--- src/sv/sss_pkg.sv ---
// Package for the sample set statistics block: widths, payload words and
// the request/response structs of the shared divider and of the square-root unit.
// No dependencies.
`default_nettype none

package sss_pkg;

  // Largest number of samples accumulated in one set.
  localparam int MAX_SAMPLES = 1024;

  localparam int SAMPLE_W   = 16;
  localparam int FRAC_W     = 8;
  localparam int OUT_CNT_W  = 11;
  localparam int LOG_MAX    = $clog2(MAX_SAMPLES);
  localparam int CNT_W      = $clog2(MAX_SAMPLES + 1);
  localparam int SUM_W      = SAMPLE_W + LOG_MAX;
  localparam int SQR_W      = 2 * SAMPLE_W - 1;
  localparam int SQ_W       = SQR_W + LOG_MAX;
  localparam int MAG_W      = SUM_W;
  localparam int NUM_W      = (CNT_W + SQ_W > 2 * MAG_W) ? CNT_W + SQ_W : 2 * MAG_W;
  localparam int DEN_W      = 2 * CNT_W;
  localparam int VR_W       = 2 * SAMPLE_W - 1;
  localparam int VAR_W      = VR_W - FRAC_W;
  localparam int ROOT_W     = SAMPLE_W;
  localparam int RAD_W      = 2 * ROOT_W;
  localparam int STEP_W     = $clog2(MAG_W);
  localparam int DIV_IT_W   = $clog2(NUM_W);
  localparam int SQRT_IT_W  = $clog2(ROOT_W);

  typedef struct packed {
    logic signed [SAMPLE_W-1:0] sample;
    logic                       last;
  } sss_in_t;

  typedef struct packed {
    logic signed [SAMPLE_W-1:0] minimum;
    logic signed [SAMPLE_W-1:0] maximum;
    logic signed [SAMPLE_W-1:0] mean;
    logic [VAR_W-1:0]           variance;
    logic [ROOT_W-1:0]          std_deviation;
    logic [OUT_CNT_W-1:0]       sample_count;
    logic                       overflow;
  } sss_out_t;

  typedef struct packed {
    logic             start;
    logic [NUM_W-1:0] dividend;
    logic [DEN_W-1:0] divisor;
  } sss_div_req_t;

  typedef struct packed {
    logic             done;
    logic [NUM_W-1:0] quotient;
  } sss_div_rsp_t;

  typedef struct packed {
    logic             start;
    logic [RAD_W-1:0] radicand;
  } sss_sqrt_req_t;

  typedef struct packed {
    logic              done;
    logic [ROOT_W-1:0] root;
  } sss_sqrt_rsp_t;

endpackage

`default_nettype wire

--- src/sv/sss_div.sv ---
// Iterative restoring divider, one quotient bit per cycle.
// Depends on sss_pkg for its widths and request/response structs.
`default_nettype none

module sss_div
  import sss_pkg::*;
(
  input  wire logic         clk,
  input  wire logic         rst,
  input  wire sss_div_req_t req,
  output sss_div_rsp_t      rsp
);

  logic                busy;
  logic                done;
  logic [DIV_IT_W-1:0] iter;
  logic [NUM_W-1:0]    dvd;
  logic [DEN_W-1:0]    rem;
  logic [DEN_W-1:0]    dsr;
  logic [DEN_W:0]      rem_sh;
  logic [DEN_W:0]      rem_sub;
  logic                fits;

  // Bring down the next dividend bit and try the subtraction.
  assign rem_sh  = {rem, dvd[NUM_W-1]};
  assign rem_sub = rem_sh - {1'b0, dsr};
  assign fits    = rem_sh >= {1'b0, dsr};

  always_ff @(posedge clk) begin
    if (rst) begin
      busy <= 1'b0;
      done <= 1'b0;
    end else begin
      done <= 1'b0;
      if (req.start) begin
        busy <= 1'b1;
      end else if (busy && iter == '0) begin
        busy <= 1'b0;
        done <= 1'b1;
      end
    end
  end

  always_ff @(posedge clk) begin
    if (req.start) begin
      dvd  <= req.dividend;
      dsr  <= req.divisor;
      rem  <= '0;
      iter <= DIV_IT_W'(NUM_W - 1);
    end else if (busy) begin
      dvd  <= {dvd[NUM_W-2:0], fits};
      rem  <= fits ? rem_sub[DEN_W-1:0] : rem_sh[DEN_W-1:0];
      iter <= iter - 1'b1;
    end
  end

  // The quotient has been shifted into the dividend register.
  assign rsp.done     = done;
  assign rsp.quotient = dvd;

endmodule

`default_nettype wire

--- src/sv/sss_sqrt.sv ---
// Digit-by-digit integer square root, one root bit per cycle.
// Depends on sss_pkg for its widths and request/response structs.
`default_nettype none

module sss_sqrt
  import sss_pkg::*;
(
  input  wire logic          clk,
  input  wire logic          rst,
  input  wire sss_sqrt_req_t req,
  output sss_sqrt_rsp_t      rsp
);

  logic                 busy;
  logic                 done;
  logic [SQRT_IT_W-1:0] iter;
  logic [RAD_W-1:0]     rad;
  logic [ROOT_W-1:0]    root;
  logic [ROOT_W+1:0]    rem;
  logic [ROOT_W+1:0]    rem_sh;
  logic [ROOT_W+1:0]    trial;
  logic                 fits;

  // The top two bits of the partial remainder are zero until the last step.
  assign rem_sh = {rem[ROOT_W-1:0], rad[RAD_W-1 -: 2]};
  assign trial  = {root, 2'b01};
  assign fits   = rem_sh >= trial;

  always_ff @(posedge clk) begin
    if (rst) begin
      busy <= 1'b0;
      done <= 1'b0;
    end else begin
      done <= 1'b0;
      if (req.start) begin
        busy <= 1'b1;
      end else if (busy && iter == '0) begin
        busy <= 1'b0;
        done <= 1'b1;
      end
    end
  end

  always_ff @(posedge clk) begin
    if (req.start) begin
      rad  <= req.radicand;
      root <= '0;
      rem  <= '0;
      iter <= SQRT_IT_W'(ROOT_W - 1);
    end else if (busy) begin
      rad  <= {rad[RAD_W-3:0], 2'b00};
      rem  <= fits ? rem_sh - trial : rem_sh;
      root <= {root[ROOT_W-2:0], fits};
      iter <= iter - 1'b1;
    end
  end

  assign rsp.done = done;
  assign rsp.root = root;

endmodule

`default_nettype wire

--- src/sv/sample_set_statistics.sv ---
// Top level of the sample set statistics block: accumulators, the finishing
// sequencer with its shared shift-add unit, and the result register.
// Depends on sss_pkg, sss_div and sss_sqrt.
//
//   channel | direction | handshake          | word
//   --------+-----------+--------------------+-----------------------------
//   smp     | in        | smp_valid/smp_stall | sss_in_t  (sample, last)
//   res     | out       | res_valid/res_stall | sss_out_t (statistics)
//
// Samples are taken one per cycle while a set is being accumulated.
// After the word flagged last, the block stalls its input until the result
// register takes the statistics word. It first drains the squaring pipeline,
// then runs the shift-add multiplies, two passes through the bit-serial
// divider and the bit-serial square root.
// Reset is synchronous and active high; it empties the set and the result
// register. A result waiting on res_stall does not block the next set's
// samples; only a second finished set waits for the result register.
`default_nettype none

module sample_set_statistics
  import sss_pkg::*;
(
  input  wire logic    clk,
  input  wire logic    rst,
  input  wire logic    smp_valid,
  output logic         smp_stall,
  input  wire sss_in_t smp_word,
  output logic         res_valid,
  input  wire logic    res_stall,
  output sss_out_t     res_word
);

  typedef enum logic [11:0] {
    S_ACCUM  = 12'b0000_0000_0001,
    S_DRAIN  = 12'b0000_0000_0010,
    S_MULN   = 12'b0000_0000_0100,
    S_MULS   = 12'b0000_0000_1000,
    S_SUB    = 12'b0000_0001_0000,
    S_VSTART = 12'b0000_0010_0000,
    S_VWAIT  = 12'b0000_0100_0000,
    S_RSTART = 12'b0000_1000_0000,
    S_RWAIT  = 12'b0001_0000_0000,
    S_MSTART = 12'b0010_0000_0000,
    S_MWAIT  = 12'b0100_0000_0000,
    S_DONE   = 12'b1000_0000_0000
  } state_t;

  state_t state;
  state_t state_next;

  // Set accumulators.
  logic [CNT_W-1:0]           cnt;
  logic signed [SAMPLE_W-1:0] run_min;
  logic signed [SAMPLE_W-1:0] run_max;
  logic signed [SUM_W-1:0]    run_sum;
  logic [SQ_W-1:0]            run_sumsq;
  logic                       dropped;

  // Squaring pipeline feeding the sum of squares.
  logic                         p1;
  logic                         p2;
  logic signed [SAMPLE_W-1:0]   xq;
  logic signed [2*SAMPLE_W-1:0] sq_full;
  logic [SQR_W-1:0]             sq;

  // Finishing datapath.
  logic [MAG_W-1:0]  mag;
  logic              sum_neg;
  logic [MAG_W-1:0]  mplr;
  logic [STEP_W-1:0] step;
  logic [NUM_W-1:0]  acc;
  logic [NUM_W-1:0]  prod;
  logic [DEN_W-1:0]  den;
  logic [VR_W-1:0]   var_raw;
  logic [ROOT_W-1:0] std_dev;
  logic signed [SAMPLE_W-1:0] mean;

  logic [NUM_W-1:0] opa;
  logic [NUM_W-1:0] opb;
  logic             op_sub;
  logic [NUM_W-1:0] add_res;

  logic smp_fire;
  logic room;
  logic res_load;
  logic [SAMPLE_W-1:0] quo_lo;

  sss_div_req_t  div_req;
  sss_div_rsp_t  div_rsp;
  sss_sqrt_req_t sqrt_req;
  sss_sqrt_rsp_t sqrt_rsp;

  sss_div u_div (
    .clk (clk),
    .rst (rst),
    .req (div_req),
    .rsp (div_rsp)
  );

  sss_sqrt u_sqrt (
    .clk (clk),
    .rst (rst),
    .req (sqrt_req),
    .rsp (sqrt_rsp)
  );

  assign smp_stall = (state != S_ACCUM);
  assign smp_fire  = smp_valid && !smp_stall;
  assign room      = cnt < CNT_W'(MAX_SAMPLES);
  assign res_load  = (state == S_DONE) && (!res_valid || !res_stall);
  assign sq_full   = xq * xq;
  assign quo_lo    = div_rsp.quotient[SAMPLE_W-1:0];

  // One shared adder serves both shift-add multiplies and the final
  // subtraction N*sumsq - sum^2.
  always_comb begin
    opa    = '0;
    opb    = '0;
    op_sub = 1'b0;
    unique case (state)
      S_MULN: begin
        opa = acc << 1;
        opb = mplr[MAG_W-1] ? NUM_W'(run_sumsq) : '0;
      end
      S_MULS: begin
        opa = prod << 1;
        opb = mplr[MAG_W-1] ? NUM_W'(mag) : '0;
      end
      S_SUB: begin
        opa    = acc;
        opb    = prod;
        op_sub = 1'b1;
      end
      default: begin
        opa = '0;
      end
    endcase
  end

  assign add_res = opa + (op_sub ? ~opb : opb) + NUM_W'(op_sub);

  always_comb begin
    state_next = state;
    div_req    = '0;
    sqrt_req   = '0;
    unique case (state)
      S_ACCUM: begin
        if (smp_fire && smp_word.last) state_next = S_DRAIN;
      end
      S_DRAIN: begin
        if (!p1 && !p2) state_next = S_MULN;
      end
      S_MULN: begin
        if (step == STEP_W'(CNT_W - 1)) state_next = S_MULS;
      end
      S_MULS: begin
        if (step == STEP_W'(MAG_W - 1)) state_next = S_SUB;
      end
      S_SUB: begin
        state_next = S_VSTART;
      end
      S_VSTART: begin
        div_req.start    = 1'b1;
        div_req.dividend = acc;
        div_req.divisor  = den;
        state_next       = S_VWAIT;
      end
      S_VWAIT: begin
        if (div_rsp.done) state_next = S_RSTART;
      end
      S_RSTART: begin
        sqrt_req.start    = 1'b1;
        sqrt_req.radicand = RAD_W'(var_raw);
        state_next        = S_RWAIT;
      end
      S_RWAIT: begin
        if (sqrt_rsp.done) state_next = S_MSTART;
      end
      S_MSTART: begin
        div_req.start    = 1'b1;
        div_req.dividend = NUM_W'(mag);
        div_req.divisor  = DEN_W'(cnt);
        state_next       = S_MWAIT;
      end
      S_MWAIT: begin
        if (div_rsp.done) state_next = S_DONE;
      end
      S_DONE: begin
        if (res_load) state_next = S_ACCUM;
      end
      default: begin
        state_next = S_ACCUM;
      end
    endcase
  end

  // Control and set state.
  always_ff @(posedge clk) begin
    if (rst) begin
      state     <= S_ACCUM;
      p1        <= 1'b0;
      p2        <= 1'b0;
      res_valid <= 1'b0;
      cnt       <= '0;
      run_min   <= SAMPLE_W'(2**(SAMPLE_W-1) - 1);
      run_max   <= {1'b1, {(SAMPLE_W-1){1'b0}}};
      run_sum   <= '0;
      run_sumsq <= '0;
      dropped   <= 1'b0;
    end else begin
      state <= state_next;
      p1    <= smp_fire && room;
      p2    <= p1;
      if (p2) run_sumsq <= run_sumsq + SQ_W'(sq);
      if (smp_fire) begin
        if (room) begin
          cnt     <= cnt + 1'b1;
          run_sum <= run_sum + {{(SUM_W-SAMPLE_W){smp_word.sample[SAMPLE_W-1]}},
                                smp_word.sample};
          if (smp_word.sample < run_min) run_min <= smp_word.sample;
          if (smp_word.sample > run_max) run_max <= smp_word.sample;
        end else begin
          // A full set drops the word but still honors its last flag.
          dropped <= 1'b1;
        end
      end
      if (res_load) begin
        res_valid <= 1'b1;
        cnt       <= '0;
        run_min   <= SAMPLE_W'(2**(SAMPLE_W-1) - 1);
        run_max   <= {1'b1, {(SAMPLE_W-1){1'b0}}};
        run_sum   <= '0;
        run_sumsq <= '0;
        dropped   <= 1'b0;
      end else if (!res_stall) begin
        res_valid <= 1'b0;
      end
    end
  end

  // Datapath registers.
  always_ff @(posedge clk) begin
    if (smp_fire) xq <= smp_word.sample;
    sq <= sq_full[SQR_W-1:0];

    unique case (state)
      S_DRAIN: begin
        // Multiply N by the sum of squares, MSB of N first.
        mag     <= run_sum[SUM_W-1] ? MAG_W'(-run_sum) : MAG_W'(run_sum);
        sum_neg <= run_sum[SUM_W-1];
        mplr    <= MAG_W'(cnt) << (MAG_W - CNT_W);
        acc     <= '0;
        step    <= '0;
      end
      S_MULN: begin
        acc <= add_res;
        if (step == STEP_W'(CNT_W - 1)) begin
          mplr <= mag;
          prod <= '0;
          step <= '0;
        end else begin
          mplr <= mplr << 1;
          step <= step + 1'b1;
        end
      end
      S_MULS: begin
        prod <= add_res;
        mplr <= mplr << 1;
        step <= step + 1'b1;
      end
      S_SUB: begin
        acc <= add_res;
        den <= DEN_W'(cnt) * DEN_W'(cnt);
      end
      S_VWAIT: begin
        if (div_rsp.done) var_raw <= div_rsp.quotient[VR_W-1:0];
      end
      S_RWAIT: begin
        if (sqrt_rsp.done) std_dev <= sqrt_rsp.root;
      end
      S_MWAIT: begin
        // The mean truncates toward zero: divide the magnitude, then negate.
        if (div_rsp.done) mean <= sum_neg ? -quo_lo : quo_lo;
      end
      default: begin
      end
    endcase

    if (res_load) begin
      res_word.minimum       <= run_min;
      res_word.maximum       <= run_max;
      res_word.mean          <= mean;
      res_word.variance      <= var_raw[VR_W-1:FRAC_W];
      res_word.std_deviation <= std_dev;
      res_word.sample_count  <= OUT_CNT_W'(cnt);
      res_word.overflow      <= dropped;
    end
  end

  // The squaring pipeline must be empty before the multiply reads sumsq.
  a_drain_empty: assert property (@(posedge clk) disable iff (rst)
    (state == S_MULN) |-> (!p1 && !p2))
    else $error("sum of squares read while the squaring pipeline is busy");

  a_cnt_range: assert property (@(posedge clk) disable iff (rst)
    cnt <= CNT_W'(MAX_SAMPLES))
    else $error("sample count beyond the set limit");

  a_res_src: assert property (@(posedge clk) disable iff (rst)
    $rose(res_valid) |-> $past(state == S_DONE))
    else $error("result word raised outside the finishing state");

  a_res_order: assert property (@(posedge clk) disable iff (rst)
    res_load |=> (res_word.minimum <= res_word.maximum) && (cnt == '0))
    else $error("loaded result has min above max or set not cleared");

endmodule

`default_nettype wire

--- config.mk ---
export PLATFORM = sky130hd
export DESIGN_NAME = sample_set_statistics
export DESIGN_NICKNAME = d
export VERILOG_FILES = /design/src/sv/sss_pkg.sv /design/src/sv/sss_div.sv /design/src/sv/sss_sqrt.sv /design/src/sv/sample_set_statistics.sv
export SDC_FILE = /design/constraint.sdc
export NUM_CORES = 2
export LEC_CHECK = 0
export BUFFER_PORTS_ARGS = -buffer_cell sky130_fd_sc_hd__buf_2
export CORE_UTILIZATION = 58
export DETAILED_ROUTE_END_ITERATION = 10
export PLACE_DENSITY = 0.89
export REMOVE_ABC_BUFFERS = 1
export SETUP_SLACK_MARGIN = 0.3
export SLEW_MARGIN = 5
export SYNTH_ARGS = -nofsm -noshare
export SYNTH_HDL_FRONTEND = slang
export SYNTH_SLANG_ARGS = --single-unit
--- constraint.sdc ---
create_clock -name clk -period 7.22 [get_ports clk]
set_clock_uncertainty 0.1 [all_clocks]
set_input_delay 1.083 -clock clk [delete_from_list [all_inputs] [get_ports clk]]
set_output_delay 1.083 -clock clk [all_outputs]
set_load 0.03 [all_outputs]
==> results.json <==
{
  "wl_per_cell_um": 20.4,
  "cap_viol_max_count": 0,
  "hold_buffers": 0,
  "slew_headroom": 0.145,
  "syn_avg_cell_area_um2": 10.1,
  "die_area_mm2": 0.0814,
  "drtAntennaViolNets": 0,
  "setup_viol": 0,
  "dr_total_vias": 35300,
  "root_buffer": "clkbuf_16",
  "chipHeight_um": 285,
  "drcViolationCount": 0,
  "fin_crit_sh": 0.937,
  "cts_buffers": 76,
  "min_period_ns": 6.76,
  "grt.overflow.total": 0,
  "synthDistinctLibCells": 83,
  "clk_latency_ns": 0.66,
  "cts_buffer_depth": 3,
  "ys_seq_elements": 691,
  "yosysSeqAreaShare": 0.398,
  "cp_max_fo": 8,
  "min_from": "std_dev[15]",
  "rsz0062_at_grt": "yes",
  "dominantRegCellSynth": "edfxtp_1",
  "grt_max_degree": 65,
  "drv_slew": 0,
  "clkSlewWorstSetupHoldPaths_ns": 0.07,
  "htree_levels": 3,
  "drt_iter0_markers": 3871,
  "synth_edf_count": 467,
  "synth.area.top_cells": "edfxtp_1, fa_1, dfxtp_1",
  "synthesis.area_mm2": 0.0465,
  "boundaryPins": 122,
  "layout.cells.most_common_list": "inv_1, edfxtp_1, nand2_1",
  "critPathLaunchType": "register",
  "syn2layout_area_growth_pct": 10.0,
  "row_count": 103,
  "worst_pin_slew_ns": 1.27,
  "core_mm2": 0.0791,
  "post-dp-hpwl_um": 84000,
  "gp_congestion": 0.950,
  "finalNetCount": 5365,
  "r2r-end": "sq[29]",
  "dieWidth_um": 285,
  "final_layout_size_suffix_gt1_frac": 0.0840,
  "worstRegToRegCells": 25,
  "whs_path_depth": 0,
  "syn-instance-count": 4625,
  "first_pass_iters": 8,
  "hold_path_class": "reg2reg",
  "hold_viol": 0,
  "synth_top_area_frac": 0.301,
  "reg2reg_slack_ns": 0.46,
  "ys_async_sr_fraction": 0,
  "track_usage": 0.290,
  "cp-end-kind": "register",
  "synth_top_area_cell": "edfxtp_1",
  "path_class": "reg2reg",
  "worstReg2RegStart": "xq[5]",
  "grt_pass1_vias": 35400,
  "viasPerCell": 6.05,
  "grt_antenna_before_repair": 1,
  "grt_first_pass_wirelength_um": 189000,
  "n_antenna_cell": 0,
  "layout_commonest_cell": "inv_1",
  "cts.sinks": 691,
  "max_freq_mhz": 148,
  "start_util": 0.588,
  "crit_arrival_ns": 7.16,
  "postLayoutCoreUtil": 0.647,
  "cts_tree": "built",
  "outcome": "finished, final reports clean",
  "min_to": "res_word[27]",
  "ys_warn_count": 0,
  "crit_required_ns": 7.62,
  "drt-total-wl_um": 119000,
  "portBuffers": 121
}
## layout make-up
cell class / instances / area [um2]
fillers: 5700 / 27900
well taps: 1050 / 1310
multi-input cells: 3134 / 25100
repair buffers: 203 / 1220
inverters: 615 / 2310
clock inverters: 42 / 593
flip-flops and latches: 691 / 18500
clock buffers: 100 / 2130
## layer usage
| layer | part of all wire | track usage |
|---|---|---|
| met1 | 0.38 | 0.366 |
| met2 | 0.48 | 0.485 |
| met3 | 0.091 | 0.0483 |
| met4 | 0.052 | 0.144 |
| met5 | 0 | 0 |
## synth_stat cells (10+ instances only)
cell type,n
a211oi_1,34
a21o_1,87
a21oi_1,276
a221oi_1,29
a222oi_1,51
a22o_1,51
a22oi_1,41
a31oi_1,22
and2_1,99
and3_1,21
buf_1,21
buf_2,12
clkbuf_1,152
dfxtp_1,224
edfxtp_1,467
fa_1,296
ha_1,327
inv_1,612
mux2i_1,101
nand2_1,448
nand2b_1,36
nand3_1,50
nand4_1,36
nor2_1,413
nor2b_1,33
nor3_1,47
nor3b_1,10
nor4_1,10
o21a_1,22
o21ai_0,131
o21bai_1,29
o31ai_1,15
or2_2,15
or3_1,20
xnor2_1,190
xor2_1,62
## sequential cells by signal, indices dropped and copies added (netlist names), 11 cells and up
register     count
run_min         16
prod            52
den             21
u_div.dvd       52
xq              16
res_word        99
cnt             11
run_sumsq       41
u_sqrt.rem      16
u_sqrt.rad      32
mean            16
mplr            26
state           12
run_max         16
u_div.dsr       22
std_dev         16
mag             26
u_sqrt.root     16
run_sum         26
acc             52
sq              30
u_div.rem       22
var_raw         31
## kinds of logic (layout without fill, tap and decap cells)
family	after synthesis	count (layout)	share of synthesized area
buffers and inverters	800	960	0.0649
AOI/OAI and AO/OA	883	883	0.128
adders and majority gates	623	623	0.215
xor gates and xnor gates	252	252	0.0474
and+or+nand+nor	1271	1271	0.124
DFF	691	691	0.398
muxes	105	105	0.0229
## critical path: stages, from the launching register on
cell      delay, ns
edfxtp_1       0.56
and2_1         0.23
inv_1          0.07
fa_1           0.51
inv_1          0.05
fa_1           0.50
inv_1          0.05
fa_1           0.47
inv_1          0.05
fa_1           0.50
fa_1           0.54
inv_1          0.05
fa_1           0.53
inv_1          0.04
ha_1           0.35
a21o_1         0.18
a21o_1         0.16
a21oi_1        0.21
o21ai_0        0.13
a211oi_2       0.34
o21ai_0        0.21
a21oi_2        0.26
o211ai_1       0.13
nor2_1         0.16
a21oi_1        0.10
xor2_1         0.14
## through the flow
stage               hold WS (ns)  setup TNS [ns]  std cells  setup slack [ns]  area (um2)
floorplan                  0.300          -87.61       4440             -1.71       45800
global placement           0.300               0       5677             0.501       48300
detailed placement         0.305               0       5677             0.378       48300
CTS                        0.312               0       5819             0.355       51000
global route               0.326               0       5835             0.177       51200
finish                     0.315               0       5835             0.456       51200
## repair_timing
| item | CTS | global route |
|---|---|---|
| buffers inserted | 0 | 16 |
| pin swaps | 0 | 2 |
| resized for setup | 1 | 5 |
| endpoints found under the setup margin | 1 | 5 |
## worst max-delay path by stage
stage          startpoint       endpoint  slack [ns]
2_1_floorplan    state[2]  run_sumsq[26]       -1.71
3_3_place_gp        xq[5]         sq[29]        0.50
3_5_place_dp        xq[1]         sq[30]        0.38
4_1_cts             xq[5]         sq[29]        0.35
5_1_grt             xq[5]         sq[29]        0.18
6_report            xq[5]         sq[29]        0.46
Power is left out: the tool's default activity adds up to more than one toggle a clock period on the data nets, which glitch-free logic cannot reach.
